**src/design/ksr_pkg.sv**
```systemverilog
// ----------------------------------------------------------------------------
// ksr_pkg: shared types and constants for the keyboard scan responder
// Holds the op codes of the input channel, the command record that travels
// from the front end to the back end, and the scan timing constants.
// ----------------------------------------------------------------------------
`default_nettype none

package ksr_pkg;

  // Input op codes
  localparam logic [1:0] OP_STATUS = 2'd0;
  localparam logic [1:0] OP_KEY    = 2'd1;
  localparam logic [1:0] OP_TICK   = 2'd2;

  // Key bitmap geometry and scan constants
  localparam int          NKEYS             = 256;
  localparam int          CHUNK_W           = 16;
  localparam int          CHUNK_IDX_W       = 4;
  localparam logic [7:0]  BYTE_CLOCKS_RESET = 8'd160;
  localparam logic [8:0]  EMPTY_ADD         = 9'd127;
  localparam logic [7:0]  END_CODE          = 8'h7F;
  localparam logic [8:0]  POS_NONE          = 9'd256;
  localparam int          START_BIT         = 6;
  localparam int          BEEP_BIT          = 7;

  // Command queue depth between front and back
  localparam int          QUEUE_DEPTH       = 2;

  // Classified command kinds
  typedef enum logic [1:0] {
    CMD_NOP,
    CMD_STATUS,
    CMD_KEY,
    CMD_TICK
  } cmd_kind_t;

  typedef struct packed {
    cmd_kind_t  kind;
    logic [7:0] data;
  } cmd_t;

  // Scan protocol state
  typedef enum logic [1:0] {
    RUN_IDLE,
    RUN_SENDING,
    RUN_RESPONDING
  } run_state_t;

  // Back end sequencing state
  typedef enum logic {
    BK_READY,
    BK_SEARCH
  } back_state_t;

endpackage

`default_nettype wire

```
**src/design/ksr_front.sv**
```systemverilog
// ----------------------------------------------------------------------------
// ksr_front: input acceptance, classification and command queue
// Takes input items, turns each into a command kind plus data byte and
// holds them in a small queue until the back end takes them.
// ----------------------------------------------------------------------------
`default_nettype none

module ksr_front #(
  parameter int QUEUE_DEPTH = ksr_pkg::QUEUE_DEPTH
) (
  input  logic          clk,
  input  logic          rst,
  input  logic          in_valid,
  output logic          in_ready,
  input  logic [1:0]    op,
  input  logic [7:0]    data,
  input  logic          rising_edge,
  output logic          q_valid,
  output ksr_pkg::cmd_t q_cmd,
  input  logic          q_take
);
  import ksr_pkg::*;

  localparam int PTR_W = (QUEUE_DEPTH > 1) ? $clog2(QUEUE_DEPTH) : 1;
  localparam int CNT_W = $clog2(QUEUE_DEPTH + 1);

  cmd_t             queue_mem [QUEUE_DEPTH];
  logic [PTR_W-1:0] wr_ptr;
  logic [PTR_W-1:0] rd_ptr;
  logic [CNT_W-1:0] count;
  logic             push;
  logic             pop;
  cmd_t             in_cmd;

  // Classify the incoming item
  always_comb begin
    in_cmd.data = data;
    unique case (op)
      OP_STATUS: in_cmd.kind = CMD_STATUS;
      OP_KEY:    in_cmd.kind = CMD_KEY;
      OP_TICK:   in_cmd.kind = rising_edge ? CMD_TICK : CMD_NOP;
      default:   in_cmd.kind = CMD_NOP;
    endcase
  end

  assign in_ready = (count != CNT_W'(QUEUE_DEPTH));
  assign q_valid  = (count != '0);
  assign q_cmd    = queue_mem[rd_ptr];
  assign push     = in_valid && in_ready;
  assign pop      = q_take && q_valid;

  // Store the command at the write pointer
  always_ff @(posedge clk) begin
    if (push) begin
      queue_mem[wr_ptr] <= in_cmd;
    end
  end

  // Advance pointers and occupancy
  always_ff @(posedge clk) begin
    if (rst) begin
      wr_ptr <= '0;
      rd_ptr <= '0;
      count  <= '0;
    end else begin
      if (push) begin
        wr_ptr <= (wr_ptr == PTR_W'(QUEUE_DEPTH - 1)) ? '0 : wr_ptr + 1'b1;
      end
      if (pop) begin
        rd_ptr <= (rd_ptr == PTR_W'(QUEUE_DEPTH - 1)) ? '0 : rd_ptr + 1'b1;
      end
      if (push && !pop) begin
        count <= count + 1'b1;
      end else if (pop && !push) begin
        count <= count - 1'b1;
      end
    end
  end

endmodule

`default_nettype wire

```
**src/design/ksr_back.sv**
```systemverilog
// ----------------------------------------------------------------------------
// ksr_back: scan engine and result register
// Executes queued commands against the key bitmaps and the scan protocol,
// runs the next-key search 16 keys per cycle, and registers each result.
// ----------------------------------------------------------------------------
`default_nettype none

module ksr_back (
  input  logic          clk,
  input  logic          rst,
  input  logic [7:0]    byte_clocks,
  input  logic          q_valid,
  input  ksr_pkg::cmd_t q_cmd,
  output logic          q_take,
  output logic          out_valid,
  input  logic          out_ready,
  output logic          latch_strobe,
  output logic [7:0]    latch_value,
  output logic          beep
);
  import ksr_pkg::*;

  back_state_t            bk_state, bk_state_next;
  run_state_t             run_state, run_state_next;
  logic [8:0]             countdown, countdown_next;
  logic [NKEYS-1:0]       pending_keys, pending_keys_next;
  logic [NKEYS-1:0]       previous_keys, previous_keys_next;
  logic [NKEYS-1:0]       scan_rest, scan_rest_next;
  logic [CHUNK_IDX_W-1:0] chunk_idx, chunk_idx_next;
  logic [8:0]             scan_position, scan_position_next;
  logic                   search_merge, search_merge_next;
  logic [7:0]             latch_byte, latch_byte_next;
  logic                   out_valid_next;
  logic                   latch_strobe_next;
  logic                   beep_next;
  logic                   out_free;
  logic [CHUNK_W-1:0]     low_chunk;
  logic [8:0]             hit_pos;

  // Lowest set bit of a 16-bit chunk, split into two 8-bit halves
  function automatic logic [3:0] lowest_set(input logic [15:0] bits);
    logic       upper;
    logic [7:0] half;
    logic [2:0] idx;
    upper = (bits[7:0] == 8'd0);
    half  = upper ? bits[15:8] : bits[7:0];
    idx   = '0;
    for (int i = 7; i >= 0; i--) begin
      if (half[i]) begin
        idx = 3'(i);
      end
    end
    return {upper, idx};
  endfunction

  assign out_free  = !out_valid || out_ready;
  assign q_take    = q_valid && (bk_state == BK_READY) && out_free;
  assign low_chunk = scan_rest[CHUNK_W-1:0];

  // Next state: search step, or execute the head command
  always_comb begin
    bk_state_next      = bk_state;
    run_state_next     = run_state;
    countdown_next     = countdown;
    pending_keys_next  = pending_keys;
    previous_keys_next = previous_keys;
    scan_rest_next     = scan_rest;
    chunk_idx_next     = chunk_idx;
    scan_position_next = scan_position;
    search_merge_next  = search_merge;
    latch_byte_next    = latch_byte;
    out_valid_next     = out_valid && !out_ready;
    latch_strobe_next  = latch_strobe;
    beep_next          = beep;
    hit_pos            = POS_NONE;

    if (bk_state == BK_SEARCH) begin
      // Walk the merged bitmap one chunk per cycle
      if (low_chunk != '0) begin
        hit_pos = {1'b0, chunk_idx, lowest_set(low_chunk)};
      end
      if (low_chunk != '0 || chunk_idx == '1) begin
        scan_position_next = hit_pos;
        bk_state_next      = BK_READY;
        if (search_merge) begin
          countdown_next = {1'b0, byte_clocks} + (hit_pos[8] ? EMPTY_ADD : hit_pos);
        end
      end else begin
        scan_rest_next = scan_rest >> CHUNK_W;
        chunk_idx_next = chunk_idx + 1'b1;
      end
    end else if (q_take) begin
      out_valid_next    = 1'b1;
      latch_strobe_next = 1'b0;
      beep_next         = 1'b0;
      unique case (q_cmd.kind)
        CMD_STATUS: begin
          beep_next = q_cmd.data[BEEP_BIT];
          if (q_cmd.data[START_BIT] && run_state == RUN_IDLE) begin
            run_state_next = RUN_SENDING;
            countdown_next = {1'b0, byte_clocks};
          end
        end
        CMD_KEY: begin
          pending_keys_next[q_cmd.data] = 1'b1;
        end
        CMD_TICK: begin
          unique case (run_state)
            RUN_SENDING: begin
              if (countdown == '0) begin
                // Merge keys and start the first search
                scan_rest_next     = previous_keys | pending_keys;
                previous_keys_next = pending_keys;
                pending_keys_next  = '0;
                chunk_idx_next     = '0;
                search_merge_next  = 1'b1;
                bk_state_next      = BK_SEARCH;
                run_state_next     = RUN_RESPONDING;
              end else begin
                countdown_next = countdown - 1'b1;
              end
            end
            RUN_RESPONDING: begin
              if (countdown == '0) begin
                latch_strobe_next = 1'b1;
                if (!scan_position[8]) begin
                  // Deliver this key, drop it, look for the next one
                  countdown_next    = {1'b0, byte_clocks};
                  latch_byte_next   = scan_position[7:0];
                  scan_rest_next[8'(scan_position[CHUNK_IDX_W-1:0])] = 1'b0;
                  search_merge_next = 1'b0;
                  bk_state_next     = BK_SEARCH;
                end else begin
                  latch_byte_next = END_CODE;
                  run_state_next  = RUN_IDLE;
                end
              end else begin
                countdown_next = countdown - 1'b1;
              end
            end
            default: begin
            end
          endcase
        end
        default: begin
        end
      endcase
    end
  end

  // Control and bitmap registers
  always_ff @(posedge clk) begin
    if (rst) begin
      bk_state      <= BK_READY;
      run_state     <= RUN_IDLE;
      countdown     <= '0;
      pending_keys  <= '0;
      previous_keys <= '0;
      scan_position <= POS_NONE;
      latch_byte    <= '0;
      out_valid     <= 1'b0;
    end else begin
      bk_state      <= bk_state_next;
      run_state     <= run_state_next;
      countdown     <= countdown_next;
      pending_keys  <= pending_keys_next;
      previous_keys <= previous_keys_next;
      scan_position <= scan_position_next;
      latch_byte    <= latch_byte_next;
      out_valid     <= out_valid_next;
    end
  end

  // Search working registers and result payload
  always_ff @(posedge clk) begin
    scan_rest    <= scan_rest_next;
    chunk_idx    <= chunk_idx_next;
    search_merge <= search_merge_next;
    latch_strobe <= latch_strobe_next;
    beep         <= beep_next;
  end

  assign latch_value = latch_byte;

  // A search only runs while a scan is being answered
  a_search_in_scan: assert property (@(posedge clk) disable iff (rst)
    bk_state == BK_SEARCH |-> run_state == RUN_RESPONDING)
    else $error("search outside responding state");

  // Idle countdown is always cleared
  a_idle_count: assert property (@(posedge clk) disable iff (rst)
    run_state == RUN_IDLE |-> countdown == '0)
    else $error("countdown nonzero while idle");

  // An expiring responding tick strobes the latch
  a_strobe_on_expiry: assert property (@(posedge clk) disable iff (rst)
    q_take && q_cmd.kind == CMD_TICK && run_state == RUN_RESPONDING && countdown == '0
    |=> out_valid && latch_strobe)
    else $error("missing strobe on byte delivery");

  // The pending scan position sits in the current chunk and is still set
  a_position_tracks: assert property (@(posedge clk) disable iff (rst)
    bk_state == BK_READY && run_state == RUN_RESPONDING && !scan_position[8]
    |-> chunk_idx == scan_position[7:CHUNK_IDX_W]
        && low_chunk[scan_position[CHUNK_IDX_W-1:0]])
    else $error("scan position out of step with bitmap window");

endmodule

`default_nettype wire

```
**src/design/keyboard_scan_responder_top.sv**
```systemverilog
// ----------------------------------------------------------------------------
// keyboard_scan_responder_top: emulated terminal keyboard scan responder
// Input channel (in_valid/in_ready) carries op, data and rising_edge: status
// writes, key presses and clock ticks. Every accepted item yields exactly one
// result on the output channel (out_valid/out_ready): latch_strobe,
// latch_value, tx_buffer_empty and beep. The cfg channel writes byte_clocks
// (ticks per delivered byte), and must only be used while the block is idle.
// Path: an accepted item is written into the command queue and from there
// into the output register. Throughput: one item per cycle while the
// receiver takes results, except that a tick that merges the key bitmaps or
// delivers a key starts the next-key search, which walks the 256-key bitmap
// 16 keys per cycle and holds the command queue until it ends. Items arriving
// meanwhile wait in the queue, and in_ready drops once it is full.
// Reset clears the pending and previous key bitmaps, the latch byte and the
// scan state at once and sets byte_clocks to 160; no clearing pass. A stalled
// receiver holds the result register; the queue keeps taking items until full.
// ----------------------------------------------------------------------------
`default_nettype none

module keyboard_scan_responder_top #(
  parameter int QUEUE_DEPTH = ksr_pkg::QUEUE_DEPTH
) (
  input  logic       clk,
  input  logic       rst,
  input  logic       in_valid,
  output logic       in_ready,
  input  logic [1:0] op,
  input  logic [7:0] data,
  input  logic       rising_edge,
  output logic       out_valid,
  input  logic       out_ready,
  output logic       latch_strobe,
  output logic [7:0] latch_value,
  output logic       tx_buffer_empty,
  output logic       beep,
  input  logic       cfg_valid,
  output logic       cfg_ready,
  input  logic [7:0] cfg_data
);
  import ksr_pkg::*;

  logic       q_valid;
  cmd_t       q_cmd;
  logic       q_take;
  logic [7:0] byte_clocks;

  // Hold the byte time register
  assign cfg_ready = 1'b1;

  always_ff @(posedge clk) begin
    if (rst) begin
      byte_clocks <= BYTE_CLOCKS_RESET;
    end else if (cfg_valid && cfg_ready) begin
      byte_clocks <= cfg_data;
    end
  end

  assign tx_buffer_empty = 1'b1;

  ksr_front #(
    .QUEUE_DEPTH (QUEUE_DEPTH)
  ) u_front (
    .clk         (clk),
    .rst         (rst),
    .in_valid    (in_valid),
    .in_ready    (in_ready),
    .op          (op),
    .data        (data),
    .rising_edge (rising_edge),
    .q_valid     (q_valid),
    .q_cmd       (q_cmd),
    .q_take      (q_take)
  );

  ksr_back u_back (
    .clk          (clk),
    .rst          (rst),
    .byte_clocks  (byte_clocks),
    .q_valid      (q_valid),
    .q_cmd        (q_cmd),
    .q_take       (q_take),
    .out_valid    (out_valid),
    .out_ready    (out_ready),
    .latch_strobe (latch_strobe),
    .latch_value  (latch_value),
    .beep         (beep)
  );

endmodule

`default_nettype wire
```
**config.mk**
```make
export PLATFORM = sky130hd
export DESIGN_NAME = keyboard_scan_responder_top
export DESIGN_NICKNAME = d
export VERILOG_FILES = /design/src/design/ksr_pkg.sv /design/src/design/ksr_front.sv /design/src/design/ksr_back.sv /design/src/design/keyboard_scan_responder_top.sv
export SDC_FILE = /design/constraint.sdc
export NUM_CORES = 2
export LEC_CHECK = 0
export BUFFER_PORTS_ARGS = -buffer_cell sky130_fd_sc_hd__buf_2
export CORE_ASPECT_RATIO = 1.5
export CORE_UTILIZATION = 67
export DETAILED_ROUTE_END_ITERATION = 8
export GPL_TIMING_DRIVEN = 0
export PLACE_DENSITY_LB_ADDON = 0.2
export SLEW_MARGIN = 20
export SYNTH_ARGS = -nofsm -noshare
export SYNTH_HDL_FRONTEND = slang
export SYNTH_SLANG_ARGS = --single-unit
```
**constraint.sdc**
```tcl
create_clock -name clk -period 20.4 [get_ports clk]
set_input_delay 3.06 -clock clk [delete_from_list [all_inputs] [get_ports clk]]
set_output_delay 3.06 -clock clk [all_outputs]
set_load 0.02 [all_outputs]
```
# Word-level counts from Yosys, hierarchy flattened
# Memories as Yosys holds them, arrays and structs flattened. A register that Yosys moved wholly into a read port is not among the register bits.
# Cells that the tools add are included.
dict set report word_totals {
  regBits 817
  ram_bits 20
  wordCells 180
  n_memories 1
}
dict set report op_classes {
  addsub 7
  order_cmp 4
  n_eq_ne 29
  mux 74
  bitwise 5
  n_reduce_logical 43
}
# memory depth width read_ports rd_ports_with_merged_regs wr line
set memory_table {}
lappend memory_table {u_front.queue_mem 2 10 1 1 1 ksr_front.sv:27} ;# cmd_t queue_mem [QUEUE_DEPTH];
# operator n
set op_table {}
lappend op_table {{2-to-1 mux 256 bit} 9}
lappend op_table {{case mux 256 bit (2 select lines)} 2}
lappend op_table {{OR 256 bit} 2}
lappend op_table {{bitwise AND 256 bit} 1}
lappend op_table {{NOT 16 -> 256 bit} 1}
lappend op_table {{2-to-1 mux 9 bit} 10}
lappend op_table {{case mux 9 bit (2 select lines)} 2}
lappend op_table {{2-to-1 mux 3 bit} 8}
lappend op_table {{2-to-1 mux 4 bit} 6}
lappend op_table {{2-to-1 mux 8 bit} 3}
lappend op_table {{2-to-1 mux 1 bit} 20}
lappend op_table {{AND reduction 5 bit} 4}
lappend op_table {{nonzero test 2 bit} 9}
lappend op_table {{AND reduction 8 bit} 2}
lappend op_table {{nonzero test 16 bit} 1}
lappend op_table {{inequality test 3 x 2 -> 1 bit, second input constant} 5}
lappend op_table {{2-to-1 mux 2 bit} 7}
lappend op_table {{AND reduction 7 bit} 2}
lappend op_table {{inequality test 2 bit, second input constant} 6}
lappend op_table {{logical AND 1 bit} 10}
lappend op_table {{adder 8 x 9 -> 9 bit} 1}
lappend op_table {{zero test 9 bit} 1}
lappend op_table {{< comparator 4 x 9 -> 1 bit, second input constant} 1}
lappend op_table {{< comparator 8 x 9 -> 1 bit, second input constant} 1}
lappend op_table {{other kinds (27)} 48}

# Longest topological paths before layout
dict set report logic_depth {
  ltp_word 17
  ltp_mapped 14
}

# Hierarchy
# Synthesis repeated with hierarchy kept, for this count alone.
dict set report unflattened {
  hier_cells 3543
  area_unflattened_um2 33328.2
}
# mod instances cells_per_inst area_per_inst_um2 seq_area_each_um2
set by_module_without_submodules {}
lappend by_module_without_submodules {ksr_back 1 3455 32045.7 18748.0}
lappend by_module_without_submodules {ksr_front 1 59 970.9 700.7}
lappend by_module_without_submodules {keyboard_scan_responder_top 1 29 311.5 160.2}

# Least setup slack after synthesis
# No wires, ideal clock.
dict set report synth_path {
  kind {in2reg}
  start {in out_ready}
  end {reg u_back.scan_rest[100] (enable)}
  setup_ns 0.844
  arrival_time_ns 13.842
  required_time_ns 19.556
  path_slack_ns 5.713
  cell_stages 5
  n_path_buf 0
  cell_sequence {nor2b_1 > nor2_1 > nand2_1 > and2_1 > nor2_1}
}
dict set report synth_via {
  elab_chain_cells 4
}
# element line
set synth_rtl {}
lappend synth_rtl {{start: declaration} keyboard_scan_responder_top.sv:31} ;# input logic out_ready,
lappend synth_rtl {{logical OR 1 bit} ksr_back.sv:56} ;# assign out_free = !out_valid || out_ready;
lappend synth_rtl {{logical AND 1 bit} ksr_back.sv:57} ;# assign q_take = q_valid && (bk_state == BK_READY) && out_free;
lappend synth_rtl {{nonzero test 2 bit (no line)} -}
lappend synth_rtl {{AND reduction 7 bit (no line)} -}
lappend synth_rtl {{end signal: assignment} ksr_back.sv:176} ;# scan_rest <= scan_rest_next;
lappend synth_rtl {{end: declaration} ksr_back.sv:28} ;# logic [NKEYS-1:0] scan_rest, scan_rest_next;
# Every way passes these cells.
# A chain may end at the register's enable or synchronous reset.

# Final worst setup path
dict set report layout_path {
  start {in out_ready}
  end {reg u_back.pending_keys[190]}
}
dict set report layout_via {
  elab_chain_cells 3
}
# element line
set layout_rtl {}
lappend layout_rtl {{logical OR 1 bit} ksr_back.sv:56}
lappend layout_rtl {{logical AND 1 bit} ksr_back.sv:57}
lappend layout_rtl {{AND reduction 5 bit (no line)} -}
lappend layout_rtl {{end signal: assignment} ksr_back.sv:166} ;# pending_keys <= pending_keys_next;
lappend layout_rtl {{end: declaration} ksr_back.sv:26} ;# logic [NKEYS-1:0] pending_keys, pending_keys_next;
# Every way passes these cells.

==> results.md <==
- The run finished with clean final reports.
- For this run, the slowest stage of the critical path takes 0.93 ns.
- The cell seen most often among critical-path stages is sky130_fd_sc_hd__buf_2.
- The first global-routing pass estimated around 150,000 um of wire.
- The antenna cell count is 0.
- The fraction of layout cells with a size suffix above 1 is 9.31%.
- The top metal layer carrying routed signals is met4.
- After clock tree synthesis, the setup repair step added 0 buffers.
- The total of hold buffers inserted after clock tree synthesis is 0.
- The standard-cell row count is 99.
- The count of final max-slew check failures came to 0.
- The global route total overflow is 0.
- After the last flow step, the layout net total stands at 3,694.
- TritonCTS built the clock tree.
- Sorting the synthesized cells by area gives the leading types as sky130_fd_sc_hd__dfxtp_1, sky130_fd_sc_hd__edfxtp_1, sky130_fd_sc_hd__nand2_1.
- Walking the worst path, the cells encountered are buf_2 -> nor2b_1 -> nor3_1 -> nand3_1 -> nor2_1 -> buf_2 -> a21oi_1 -> nor2_2.
- In this run the count of I/O pins placed on the die edge is 38.
- The tree built by TritonCTS fans out to 838 sinks.
- The proportion of register bits with asynchronous set or reset after synthesis is 0%.
- The die width is between 150 and 200 um.
- Of all nets on the critical path, the largest fanout is 10.
- The Yosys step of the flow raised 0 warnings.
- Synthesis instantiated 70 different standard cells from the library.
- The met1 wire length is 31,400 um.
- The worst setup margin is 14.37 ns.
- The library cell used most frequently in the layout, excluding fill and tap cells, is sky130_fd_sc_hd__nand2_1.
- The arrival time of the worst setup path is about 6.6 ns.
- The half-perimeter wire length of the detailed placement result is around 66,000 um.
- In this run, the number of DRC markers left after iteration 0 of detailed routing was 2,543.
- The analysis attributes to cell leakage a power of 12.1 nW.
- After synthesis, the largest area contributor takes up approximately 34% of total cell area.
- The biggest area contributor in the post-synthesis netlist is sky130_fd_sc_hd__dfxtp_1.
- Once detail routing completed, the nets flagged for antenna violations numbered 0.
- The number of global-route vias before repair is approximately 27k.
- The class of the worst hold path is register to register.
- The clock period minus final worst setup slack is 6.03 ns.
- The pre-antenna-repair detailed-routing pass consisted of 8 iterations.
- The worst slack on hold paths is 0.455 ns.
- The initial antenna violation count was 0.
- The worst setup path is launched from an input port.
- The worst-case reg-to-reg path depth is 10.
- The area of the core is about 49,000 um2.
- The kind of cell with the highest combined delay on the critical path is simple AND/OR/NAND/NOR gates.
- The hold violation count in the final report was 0.
- The critical path contains buffers and inverters numbering 2 combined.
- Max-cap violations in this run came to 0.
- Detailed routing placed a total of between 40,000 and 50,000 um of wire on met2.
- The tree is rooted in a sky130_fd_sc_hd__clkbuf_16.
- The worst-skew pair later-pin latency is 0.63 ns.
- Sequential elements use 59.6% of the synthesized area.
- The layout overhead on the synthesized area is 11.4%.
- The overall fraction of global-route tracks in use is 37.9%.
- The number of buffers inserted by port buffering is 34.
- The worst pin sits at a relative slew slack of around a fifth.
- On the critical path, the stage with the largest delay is an instance of sky130_fd_sc_hd__nor2_1.
- The maximum clock frequency is 166 MHz.
- Dividing the detail-routed wire length by the instance count gives 21.6 um.
- The synthesized instance count is roughly 3.5k.
- The critical path crosses 8 cells after its start point.
- The cell depth of the worst hold path is 2.
- The count of flip-flops with a built-in enable after synthesis is 283.
- The number of failing setup endpoints in the final timing report is 0.
- The fraction of the cycle the final worst path needs is approximately 30%.
- The starting density of the core is 67.8%.
- Detailed routing inserted a total of around 27k vias.
- Counting the buffers created by CTS gives 74.
- The type of the setup path with the least slack is input port to register.
- The clock transition at the registers of the reported paths is 0.07 ns.
- In the synthesized netlist the dominant register cell turns out to be sky130_fd_sc_hd__dfxtp_1.
- The library cells used most frequently in the layout, excluding fill and tap cells, are sky130_fd_sc_hd__nand2_1, sky130_fd_sc_hd__dfxtp_1, sky130_fd_sc_hd__a21oi_1.
- STA puts the critical path data required time at between 20 and 25 ns.
- The y dimension of the die is 273 um.
- The worst-case clock buffer depth is 3.
- Before CTS, the worst setup slack after placement is between 10 and 15 ns.
- The post-synthesis average cell area is slightly above 9 um2.
- The post-cts gate resize count is 0.
- Entering global routing, the biggest net connects 32 pins.
- The synthesized design contains 838 register bits.
- The final weighted congestion in routability-driven placement is 0.930.
- The H-tree was split into 3 levels.
- The post-detailed-route DRC marker count is 0.
- Summing every instance area after synthesis gives 32,900 um2.
- The final layout contains routed wiring with a total length of 94,300 um.
- The final-layout setup total negative slack is 0 ns.
- The routed via count divided by cell count is 6.25.
- The critical path endpoint category is a register.
- Setup repair after global routing left no endpoint under its margin.
- The area of the die is 50,000 um2.
- The routed wire length on met3 is between 7000 and 8000 um.
- The slew at the pin closest to its max-slew limit is 1.18 ns.
- The maximum vdd ir drop is 81.4 uV.
- The total power divided by cell area is 101 nW/um2.
- The clock arrives with 0.0202 ns of skew.
-- logic make-up (layout without fill, tap and decap cells) --
family                     count (synthesis)  count (layout)  share of synthesized area [%]
buffers and inverters                    275             455                           4.25
DFF                                      838             838                           59.6
and+or+nand+nor                         1485            1485                           18.5
other                                      1               2                         0.0114
muxes                                     12              12                          0.369
AOI/OAI and AO/OA                        895             895                           16.3
adders and majority gates                 15              15                          0.593
xor gates and xnor gates                  13              13                          0.346
-- Yosys cell counts, drive strengths merged (7+ instances only) --
cell / n
a211oi: 11
a21oi: 532
a22oi: 8
and2: 8
and3: 11
buf: 83
clkbuf: 170
dfxtp: 555
edfxtp: 283
ha: 14
inv: 22
mux2i: 11
nand2: 781
nand2b: 17
nand3: 29
nor2: 591
nor3: 11
nor4: 8
o211ai: 19
o21a: 17
o21ai: 36
o31ai: 226
or3: 7
xnor2: 7
-- path summary, 6_finish.rpt --
check	to	slack [ns]	startpoint
hold / removal	u_back.previous_keys[13]$_SDFFE_PP0P_	0.46	u_back.previous_keys[13]$_SDFFE_PP0P_
hold reg to reg	u_back.previous_keys[13]$_SDFFE_PP0P_	0.46	u_back.previous_keys[13]$_SDFFE_PP0P_
setup reg to reg	u_back.scan_rest[188]$_DFFE_PP_	15.98	u_back.bk_state$_SDFF_PP0_
setup / recovery	u_back.pending_keys[190]$_SDFFE_PP0P_	14.37	out_ready
-- metal layers --
layer / global-route usage (%) / vias up
li1: - / 12400
met1: 39.1 / 12900
met2: 66.7 / 1514
met3: 7.49 / 484
met4: 30.6 / 0
met5: 0 / -
-- cell type report --
type | count | area [um2]
well taps | 656 | 821
fillers | 3319 | 11900
multi-input cells | 2422 | 11900
flip-flops and latches | 838 | 19600
clock inverters | 27 | 245
inverters | 22 | 82.6
plain buffers | 253 | 1320
clock buffers | 109 | 2270
repair buffers | 44 | 408
-- report_power, final --
group          internal [mW]  switching [mW]  total, mW
clock                  0.826           0.623       1.45
combinational          0.123           0.335      0.458
sequential              1.76          0.0284       1.79
total                   2.71           0.986       3.70
-- state kept, by name, indices dropped and copies added, names as in the netlist, named ones only --
name	count
u_back.pending_keys	256
u_back.previous_keys	256
u_back.scan_rest	256
u_front.queue_mem	20
u_back.countdown	9
u_back.scan_position	9
byte_clocks	8
u_back.latch_value	8
u_back.chunk_idx	4
u_back.run_state	2
u_front.count	2
u_back.beep	1
u_back.bk_state	1
u_back.latch_strobe	1
u_back.out_valid	1
u_back.search_merge	1
u_front.rd_ptr	1
u_front.wr_ptr	1
-- worst reg2reg max path: stages, from the launching register on --
cell	delay, ns
sky130_fd_sc_hd__dfxtp_1	0.31
sky130_fd_sc_hd__buf_2	0.29
sky130_fd_sc_hd__clkbuf_1	0.53
sky130_fd_sc_hd__clkbuf_1	0.66
sky130_fd_sc_hd__clkbuf_1	0.67
sky130_fd_sc_hd__a21oi_1	0.17
sky130_fd_sc_hd__nor2_4	0.61
sky130_fd_sc_hd__buf_12	0.28
sky130_fd_sc_hd__buf_12	0.23
sky130_fd_sc_hd__buf_16	0.19
sky130_fd_sc_hd__buf_16	0.18
-- per-stage QoR --
step | util (%) | cell area [um2] | power (mW) | cells
after floorplan | - | 32900 | 2.12 | 3535
after global placement | 69.9 | 33900 | 2.26 | 4225
after detailed placement | 70.4 | 34200 | 2.27 | 4235
after CTS | 75.5 | 36700 | 3.68 | 4371
after global routing | 75.5 | 36700 | 3.79 | 4371
final | 75.5 | 36700 | 3.70 | 4371
Note: power is estimated with default switching activity, not from simulation.
